[src/design/clts_pkg.sv]
// shared types and constants for the replicated log term store
package clts_pkg;
    localparam int RING_DEPTH = 1024;
    localparam int SLOT_W = $clog2(RING_DEPTH);

    localparam logic [2:0] CMD_LEADER = 3'd0;
    localparam logic [2:0] CMD_FOLLOW = 3'd1;
    localparam logic [2:0] CMD_QUERY  = 3'd2;
    localparam logic [2:0] CMD_TRUNC  = 3'd3;
    localparam logic [2:0] CMD_CONFL  = 3'd4;
    localparam logic [2:0] CMD_SNAP   = 3'd5;

    localparam logic [2:0] ST_OK       = 3'd0;
    localparam logic [2:0] ST_MISMATCH = 3'd1;
    localparam logic [2:0] ST_RANGE    = 3'd2;
    localparam logic [2:0] ST_SNAP     = 3'd3;
    localparam logic [2:0] ST_FULL     = 3'd4;
    localparam logic [2:0] ST_BAD      = 3'd5;

    typedef struct packed {
        logic              rd_en;
        logic [SLOT_W-1:0] rd_addr;
        logic              wr_en;
        logic [SLOT_W-1:0] wr_addr;
        logic [31:0]       wr_term;
        logic [31:0]       wr_data;
    } ring_req_t;

    typedef struct packed {
        logic [31:0] term;
        logic [31:0] data;
    } ring_rsp_t;
endpackage

[src/design/clts_seq.sv]
// command sequencer: checks, ring access and conflict walk
module clts_seq (
    input  logic                clk,
    input  logic                rst_n,
    input  logic                in_valid,
    output logic                in_ready,
    input  logic [2:0]          command,
    input  logic [31:0]         log_index,
    input  logic [31:0]         entry_term,
    input  logic [31:0]         entry_data,
    input  logic [31:0]         prev_index,
    input  logic [31:0]         prev_term,
    input  logic                batch_first,
    output logic                out_valid,
    input  logic                out_ready,
    output logic [167:0]        out_data,
    output clts_pkg::ring_req_t req,
    input  clts_pkg::ring_rsp_t rsp
);
    import clts_pkg::*;

    typedef enum logic [2:0] {S_IDLE, S_RD1, S_EVAL, S_RD2, S_FIN, S_WALK, S_OUT} state_t;

    state_t      state_reg, state_next;
    logic [31:0] tail_index_reg, tail_index_next, tail_term_reg, tail_term_next;
    logic [31:0] base_index_reg, base_index_next, base_term_reg, base_term_next;
    logic        batch_reg, batch_next;
    logic [2:0]  cmd_reg, cmd_next;
    logic [31:0] idx_reg, idx_next, term_reg, term_next, data_reg, data_next;
    logic [31:0] pidx_reg, pidx_next, pterm_reg, pterm_next;
    logic        first_reg, first_next;
    logic [2:0]  st_reg, st_next;
    logic [31:0] tout_reg, tout_next, dout_reg, dout_next, cidx_reg, cidx_next;
    logic [31:0] c_reg, c_next;
    logic [31:0] span;
    logic        full;

    assign span = tail_index_reg - base_index_reg;
    assign full = span >= 32'(RING_DEPTH);
    assign in_ready = (state_reg == S_IDLE);
    assign out_valid = (state_reg == S_OUT);
    assign out_data = {5'd0, tail_term_reg, tail_index_reg, cidx_reg, dout_reg, tout_reg,
                       st_reg};

    always_comb
    begin
        state_next = state_reg;
        tail_index_next = tail_index_reg;
        tail_term_next = tail_term_reg;
        base_index_next = base_index_reg;
        base_term_next = base_term_reg;
        batch_next = batch_reg;
        cmd_next = cmd_reg;
        idx_next = idx_reg;
        term_next = term_reg;
        data_next = data_reg;
        pidx_next = pidx_reg;
        pterm_next = pterm_reg;
        first_next = first_reg;
        st_next = st_reg;
        tout_next = tout_reg;
        dout_next = dout_reg;
        cidx_next = cidx_reg;
        c_next = c_reg;
        req = '0;
        case (state_reg)
            S_IDLE:
            begin
                if (in_valid)
                begin
                    cmd_next = command;
                    idx_next = log_index;
                    term_next = entry_term;
                    data_next = entry_data;
                    pidx_next = prev_index;
                    pterm_next = prev_term;
                    first_next = batch_first;
                    st_next = ST_OK;
                    tout_next = '0;
                    dout_next = '0;
                    cidx_next = '0;
                    state_next = S_RD1;
                end
            end
            S_RD1:
            begin
                // first read: prev entry for checks, else the addressed entry
                req.rd_en = 1'b1;
                if (cmd_reg == CMD_FOLLOW || cmd_reg == CMD_CONFL)
                    req.rd_addr = pidx_reg[SLOT_W-1:0];
                else
                    req.rd_addr = idx_reg[SLOT_W-1:0];
                state_next = S_EVAL;
            end
            S_EVAL:
            begin
                state_next = S_OUT;
                case (cmd_reg)
                    CMD_LEADER:
                    begin
                        if (idx_reg != tail_index_reg + 32'd1 || tail_index_reg == '1)
                            st_next = ST_BAD;
                        else if (full)
                            st_next = ST_FULL;
                        else
                        begin
                            req.wr_en = 1'b1;
                            req.wr_addr = idx_reg[SLOT_W-1:0];
                            req.wr_term = term_reg;
                            req.wr_data = data_reg;
                            tail_index_next = idx_reg;
                            tail_term_next = term_reg;
                        end
                    end
                    CMD_FOLLOW:
                    begin
                        if (first_reg)
                        begin
                            if (pidx_reg == 32'd0)
                                batch_next = 1'b1;
                            else if (pidx_reg == base_index_reg)
                                batch_next = (base_term_reg == pterm_reg);
                            else if (pidx_reg < base_index_reg || pidx_reg > tail_index_reg)
                                batch_next = (pterm_reg == 32'd0);
                            else
                                batch_next = (rsp.term == pterm_reg);
                        end
                        // read entry at idx and its predecessor
                        req.rd_en = 1'b1;
                        req.rd_addr = idx_reg[SLOT_W-1:0];
                        state_next = S_RD2;
                    end
                    CMD_QUERY:
                    begin
                        if (idx_reg <= base_index_reg)
                        begin
                            st_next = ST_SNAP;
                            tout_next = base_term_reg;
                        end
                        else if (idx_reg > tail_index_reg)
                            st_next = ST_RANGE;
                        else
                        begin
                            tout_next = rsp.term;
                            dout_next = rsp.data;
                        end
                    end
                    CMD_TRUNC:
                    begin
                        if (idx_reg <= base_index_reg)
                            st_next = ST_SNAP;
                        else if (idx_reg < tail_index_reg)
                        begin
                            tail_index_next = idx_reg;
                            tail_term_next = rsp.term;
                        end
                    end
                    CMD_CONFL:
                    begin
                        if (pidx_reg <= base_index_reg)
                        begin
                            st_next = ST_SNAP;
                            cidx_next = base_index_reg + 32'd1;
                        end
                        else if (pidx_reg > tail_index_reg)
                        begin
                            st_next = ST_RANGE;
                            cidx_next = tail_index_reg + 32'd1;
                        end
                        else if (rsp.term != pterm_reg)
                        begin
                            st_next = ST_MISMATCH;
                            tout_next = rsp.term;
                            c_next = pidx_reg;
                            if (pidx_reg > base_index_reg + 32'd1)
                            begin
                                req.rd_en = 1'b1;
                                req.rd_addr = SLOT_W'(pidx_reg - 32'd1);
                                state_next = S_WALK;
                            end
                            else
                                cidx_next = pidx_reg;
                        end
                    end
                    CMD_SNAP:
                    begin
                        base_index_next = idx_reg;
                        base_term_next = term_reg;
                        tail_index_next = idx_reg;
                        tail_term_next = term_reg;
                        batch_next = 1'b0;
                    end
                    default: st_next = ST_BAD;
                endcase
            end
            S_RD2:
            begin
                req.rd_en = 1'b1;
                req.rd_addr = SLOT_W'(idx_reg - 32'd1);
                state_next = S_OUT;
                if (!batch_reg)
                    st_next = ST_MISMATCH;
                else if (idx_reg <= base_index_reg)
                    st_next = ST_SNAP;
                else if (idx_reg <= tail_index_reg)
                begin
                    if (rsp.term != term_reg)
                        state_next = S_FIN;
                end
                else if (idx_reg == tail_index_reg + 32'd1 && tail_index_reg != '1)
                begin
                    if (full)
                        st_next = ST_FULL;
                    else
                    begin
                        req.wr_en = 1'b1;
                        req.wr_addr = idx_reg[SLOT_W-1:0];
                        req.wr_term = term_reg;
                        req.wr_data = data_reg;
                        tail_index_next = idx_reg;
                        tail_term_next = term_reg;
                    end
                end
                else
                    st_next = ST_BAD;
            end
            S_FIN:
            begin
                // conflict overwrite: truncate then append, fullness after truncation
                if (idx_reg - 32'd1 - base_index_reg >= 32'(RING_DEPTH))
                begin
                    st_next = ST_FULL;
                    tail_index_next = idx_reg - 32'd1;
                    if (idx_reg - 32'd1 == base_index_reg)
                        tail_term_next = base_term_reg;
                    else
                        tail_term_next = rsp.term;
                end
                else
                begin
                    req.wr_en = 1'b1;
                    req.wr_addr = idx_reg[SLOT_W-1:0];
                    req.wr_term = term_reg;
                    req.wr_data = data_reg;
                    tail_index_next = idx_reg;
                    tail_term_next = term_reg;
                end
                state_next = S_OUT;
            end
            S_WALK:
            begin
                // rsp holds term at c_reg-1
                if (rsp.term == tout_reg)
                begin
                    c_next = c_reg - 32'd1;
                    if (c_reg - 32'd1 > base_index_reg + 32'd1)
                    begin
                        req.rd_en = 1'b1;
                        req.rd_addr = SLOT_W'(c_reg - 32'd2);
                    end
                    else
                    begin
                        cidx_next = c_reg - 32'd1;
                        state_next = S_OUT;
                    end
                end
                else
                begin
                    cidx_next = c_reg;
                    state_next = S_OUT;
                end
            end
            S_OUT:
            begin
                if (out_ready)
                    state_next = S_IDLE;
            end
            default: state_next = S_IDLE;
        endcase
    end

    always_ff @(posedge clk or negedge rst_n)
    begin
        if (!rst_n)
        begin
            state_reg <= S_IDLE;
            tail_index_reg <= '0;
            tail_term_reg <= '0;
            base_index_reg <= '0;
            base_term_reg <= '0;
            batch_reg <= 1'b0;
            cmd_reg <= '0;
            idx_reg <= '0;
            term_reg <= '0;
            data_reg <= '0;
            pidx_reg <= '0;
            pterm_reg <= '0;
            first_reg <= 1'b0;
            st_reg <= ST_OK;
            tout_reg <= '0;
            dout_reg <= '0;
            cidx_reg <= '0;
            c_reg <= '0;
        end
        else
        begin
            state_reg <= state_next;
            tail_index_reg <= tail_index_next;
            tail_term_reg <= tail_term_next;
            base_index_reg <= base_index_next;
            base_term_reg <= base_term_next;
            batch_reg <= batch_next;
            cmd_reg <= cmd_next;
            idx_reg <= idx_next;
            term_reg <= term_next;
            data_reg <= data_next;
            pidx_reg <= pidx_next;
            pterm_reg <= pterm_next;
            first_reg <= first_next;
            st_reg <= st_next;
            tout_reg <= tout_next;
            dout_reg <= dout_next;
            cidx_reg <= cidx_next;
            c_reg <= c_next;
        end
    end
endmodule

[config.mk]
export PLATFORM = sky130hd
export DESIGN_NAME = clts_seq
export DESIGN_NICKNAME = d
export VERILOG_FILES = /design/src/design/clts_pkg.sv /design/src/design/clts_seq.sv
export SDC_FILE = /design/constraint.sdc
export NUM_CORES = 2
export LEC_CHECK = 0
export BUFFER_PORTS_ARGS = -buffer_cell sky130_fd_sc_hd__clkbuf_2
export CAP_MARGIN = 20
export CORE_MARGIN = 10
export CORE_UTILIZATION = 54
export DETAILED_ROUTE_END_ITERATION = 8
export MAX_ROUTING_LAYER = met4
export PLACE_DENSITY_LB_ADDON = 0.08
export SLEW_MARGIN = 25
export SYNTH_ARGS = -nofsm -noshare
export SYNTH_HDL_FRONTEND = slang
export SYNTH_SLANG_ARGS = --single-unit
[constraint.sdc]
create_clock -name clk -period 5.6 [get_ports clk]
set_clock_uncertainty 0.15 [all_clocks]
set_input_delay 0.28 -clock clk [delete_from_list [all_inputs] [get_ports clk]]
set_output_delay 0.28 -clock clk [all_outputs]
set_load 0.01 [all_outputs]
Word-level counts from Yosys, hierarchy flattened
Index checks and enable logic that the tools add are counted.
- bits in registers: 427
- output and inout port bits: 256
- bits of input ports: 232
- word-level logic and storage cells: 219
- reductions and logical operators: 25
- $lt $le $gt $ge: 11
- add/sub/neg operators: 8
- mux-type cells: 102
- equal/unequal tests: 55
- operator list (cell ; count):
    32-bit two-way mux ; 40
    75-bit two-way mux ; 8
    32-bit one-hot mux with 3 select lines ; 5
    32-bit one-hot mux with 2 select lines ; 4
    75-bit one-hot mux with 3 select lines ; 1
    32-bit equality test ; 6
    32-bit > comparator ; 4
    32-bit less-or-equal comparator ; 3
    32-bit != test ; 3
    11-bit two-way mux ; 6
    32-bit by 1-bit adder with 32-bit output, second input constant ; 2
    32-bit by 11-bit >= comparator with 1-bit output, second input constant ; 2
    32-bit zero test ; 2
    32-bit less-than comparator ; 2
    32-bit by 1-bit subtractor with 32-bit output, second input constant ; 2
    32-bit subtractor ; 2
    3-bit two-way mux ; 18
    11-bit one-hot mux with 4 select lines ; 1
    32-bit equality test, second input constant ; 1
    32-bit != test, second input constant ; 1
    2-bit != test, second input constant ; 15
    3-bit != test, second input constant ; 8
    11-bit one-hot mux with 2 select lines ; 1
    3-bit one-hot mux with 7 select lines ; 1
    other kinds (31) ; 63

Logic depth before layout (Yosys ltp)
- depth in word-level cells: 8
- depth in mapped cells: 25
- mapped depth without buffers: 23

Worst setup path before layout
No wires, ideal clock.
- path kind: flip-flop to output port
- from: register idx_reg[1]
- to: output req[10] (netlist name)
- path buffers: 3
- required time: 5.170 ns
- arrival time: 5.590 ns
- slack: -0.420 ns
- cell stages (with the launch flop): 26
- path through: dfrtp_1 clkbuf_1 inv_1 ha_1 nand2b_1 nor4_2 nand2_1 nor4_2 nand2b_1 nand2b_1 or3_1 xnor2_1 ha_1 a21o_1 a221o_1 a31o_2 a221o_1 a31o_2 xor2_1 nor2_1 nand4_1 nor2_1 a31oi_1 buf_2 buf_6 nor2b_1
- RTL lines (element ; RTL line ; RTL):
    start: declaration ; clts_seq.sv:29 ; logic [31:0] idx_reg, idx_next, term_reg, term_next, data_reg, data_next;
    start signal: assignment ; clts_seq.sv:314 ; idx_reg <= idx_next;
    end: declaration ; clts_seq.sv:17 ; output clts_pkg::ring_req_t req,

==> impl_metrics.py <==
metrics = {
    "finish": {
        "mostFrequentLayoutCell": "clkbuf_2",
        "final-seq-area_um2": 10690,
        "fin_cells": 5647,
        "layout-drive-gt1-share_pct": 30.27,
        "n_fill_cell": 4870,
        "multi_input_area_um2": 24450,
        "layout_common_cells": "clkbuf_2, dfrtp_1, nand2_1, buf_4, mux2_2",
        "final_util_pct": 71.40,
        "fin_nets": 5238,
        "synthToLayoutAreaGrowth_pct": 30.73,
    },
    "logic_synthesis": {
        "synth.distinct_cells": 99,
        "synth_seq_cells": 427,
        "synth.area.top_cells": "dfrtp_1, ha_1, mux2_2",
        "async_reset_ff_share_pct": 100.0,
        "synth-edff-count": 0,
        "postSynthCellCount": 3921,
        "ys.flop_type": "dfrtp_1",
        "seq_area_frac_synth_pct": 30.29,
        "synth-warning-count": 0,
        "syn_area_um2": 35270,
        "avgSynthCellArea_um2": 8.996,
        "synth_top_area_cell": "dfrtp_1",
        "synth.top_cell.area_share_pct": 30.29,
    },
    "place": {
        "dp_hpwl_um": 113500,
        "place.gp.congestion": 1.004,
        "place_inst": 5274,
        "pre_cts_ws_ns": -0.4682,
        "portBuffers": 482,
    },
    "detailed_routing": {
        "vias": 36050,
        "drc": 0,
        "wire_per_inst_um": 27.25,
        "routed_via_density": 6.384,
        "drtPass1Iterations": 8,
        "wl_um": 153900,
        "drtAntennaViolNets": 0,
        "drtIter0Drc": 3974,
    },
    "clock_tree": {
        "insertion_delay_ns": 0.66,
        "cts_tree": "built",
        "path_clk_slew_ns": 0.06,
        "root_buffer": "clkbuf_16",
        "cts_max_level": 2,
        "numCtsBuffers": 50,
        "cts_sinks": 427,
        "clockBufferDepth": 3,
    },
    "setup_path": {
        "cpMaxStageDelayCell": "or3_4",
        "crit_family": "simple AND/OR/NAND/NOR gates",
        "crit_path_max_incr_delay_ns": 0.42,
        "critPathRequiredTime_ns": 5.17,
        "start_kind": "flop",
        "cp_max_fo": 15,
        "cp.arrival_ns": 5.97,
        "path_class": "reg2out",
        "cp_cell_sequence": "or3_4 > nor4_4 > nand2_2 > nor4_4 > nand2b_1 > nand2b_4 > or3_4 > xnor2_1 > ha_1 > a21o_1 > a221o_1 > a31o_2 > a221o_1 > a31o_2 > xor2_1 > nor2_1 > nand4_1 > buf_6 > nor2_4 > a31oi_4 > buf_12 > buf_16 > nor2b_2 > buf_2",
        "end_kind": "output port",
        "cp_num_buf_inv": 4,
    },
    "grt": {
        "grt_pass1_vias": 35210,
        "grt_util_all_layers_pct": 40.01,
        "grt_max_degree": 160,
        "grt_pass1_wl_um": 225400,
        "antenna_found_initial": 7,
        "overflow": 0,
    },
    "flow_run": {
        "cap_viol_max_count": 0,
    },
    "floorplan": {
        "dieArea_um2": 75940,
        "start_util_pct": 54.62,
        "die_h_um": 275.6,
        "design.core.area_um2": 64580,
        "boundaryPins": 488,
        "rows": 93,
        "die_w_um": 275.6,
    },
    "sta": {
        "relSlewSlack_pct": 19.99,
        "hold_viol_final": 0,
        "worst_slew_pin_slew_ns": 1.200,
        "finalCritPeriodShare_pct": 114.3,
        "clock.fmax_mhz": 156.2,
        "slew_viol_final": 0,
        "finalSetupViolCount": 140,
        "period_needed_ns": 6.403,
        "timing.final.ws_setup_ns": -0.8029,
        "rsz0062_at_grt": "true",
    },
    "pwr": {
        "power.total_mw": 31.39,
        "leakage_nw": 20.68,
        "power_density_nw_per_um2": 680.7,
        "worst_ir_drop_vdd_mv": 0.4504,
    },
    "outcome": {
        "outcome": "complete, but fails checks",
        "violations": "negative setup slack",
    },
    "min_path": {
        "hold_path.class": "in2async",
    },
}
-- path summary, 6_finish.rpt --
check | startpoint | slack, ns | cells past startpoint | end
setup / recovery | idx_reg[4]$_DFFE_PN0P_ | -0.80 | 24 | req[13]
hold / removal | rst_n | 0.01 | 2 | tail_index_reg[24]$_DFFE_PN0P_
setup reg to reg | idx_reg[4]$_DFFE_PN0P_ | -0.42 | 24 | tail_term_reg[6]$_DFFE_PN0P_
hold reg to reg | base_index_reg[29]$_DFFE_PN0P_ | 0.34 | 2 | base_index_reg[29]$_DFFE_PN0P_
max in group asynchronous | rst_n | 3.94 | 3 | tail_term_reg[5]$_DFFE_PN0P_
min in group clk | prev_term[31] | 0.23 | 3 | pterm_reg[31]$_DFFE_PN0P_
-- cells in the mapped netlist, types with 10 or more instances --
library cell,n
or2_2,12
or3_1,22
o31ai_1,47
a221oi_1,34
o22ai_1,11
nor4_1,80
buf_1,13
a222oi_1,11
xnor2_1,153
nor2_1,208
dfrtp_1,427
o21ai_1,18
o21ai_0,187
ha_1,262
a21o_1,84
a211o_1,24
a22o_1,62
o211a_1,10
buf_2,25
or4_1,10
a21boi_0,11
xor2_1,174
mux2_2,289
o21a_1,22
a21oi_1,164
inv_1,123
a2111oi_0,24
mux2i_1,64
and2_1,24
nand2b_1,42
a31oi_1,18
a22oi_1,41
nand4_1,84
o221ai_1,40
clkbuf_1,212
nand2_1,358
and3_1,20
nand3_1,76
a211oi_1,23
nor2b_1,83
o211ai_1,27
nor3_1,102
nor2b_2,10
-- cells by family after synthesis --
| family | after synthesis | synth area share [%] |
|---|---|---|
| and+or+nand+nor | 1205 | 17.49 |
| DFF | 427 | 30.29 |
| other | 1 | 0.01063 |
| buffers and inverters | 391 | 4.519 |
| AOI/OAI and AO/OA | 948 | 18.80 |
| xor gates and xnor gates | 332 | 8.439 |
| adders and majority gates | 264 | 9.407 |
| muxes | 353 | 11.04 |
-- worst register-to-register path, stage by stage, from the launching register on --
cell and delay [ns]:
dfrtp_1 0.41, or3_4 0.42, nor4_4 0.29, nand2_2 0.16
nor4_4 0.22, nand2b_1 0.11, nand2b_4 0.15, or3_4 0.33
xnor2_1 0.13, ha_1 0.31, a21o_1 0.21, a221o_1 0.34
a31o_2 0.22, a221o_1 0.34, a31o_2 0.22, xor2_1 0.14
nor2_1 0.16, nand4_1 0.14, buf_6 0.18, buf_12 0.14
buf_6 0.13, buf_16 0.15, mux2_4 0.35, a2111oi_4 0.41
nor3_1 0.09
-- report_power, final --
part	switching (mW)	internal, mW
sequential	2.36	4.54
combinational	12.2	8.65
clock	1.52	2.13
total	16.1	15.3
-- timing repair --
action / CTS / global route
setup buffers: 24 / 8
pin swaps: 57 / 27
hold buffers: 231 / 0
setup endpoints to repair: 145 / 183
cloned: 5 / 2
gates resized for setup: 177 / 117
hold endpoints to repair: 586 / 0
-- layer usage --
layer,global-route usage [%],up-vias,share of wire (%)
met5,-,-,0
met4,23.78,0,7.3
met3,6.863,540,8.6
met2,62.15,1991,46
met1,48.40,17410,38
li1,-,16110,-
-- stage by stage --
stage          instance area [um^2]  TNS, ns  hold slack [ns]
2_1_floorplan                 35500  -0.5241          -0.1656
3_3_place_gp                  40200   -26.70          0.02795
3_5_place_dp                  40200   -37.05          0.03269
4_1_cts                       45510   -62.73          0.01020
5_1_grt                       46110   -93.49          0.03860
6_report                      46110   -65.24          0.01028
-- final cells by class --
class | instances | area share, %
timing repair buffer | 1033 | 16.49
sequential | 427 | 23.18
multi-input combinational | 3107 | 53.03
clock buffer | 63 | 2.971
clock inverter | 30 | 0.9415
inverter | 123 | 1.015
antenna | 9 | 0.04884
tap | 855 | 2.320
Note: power is estimated with default switching activity, not from simulation.
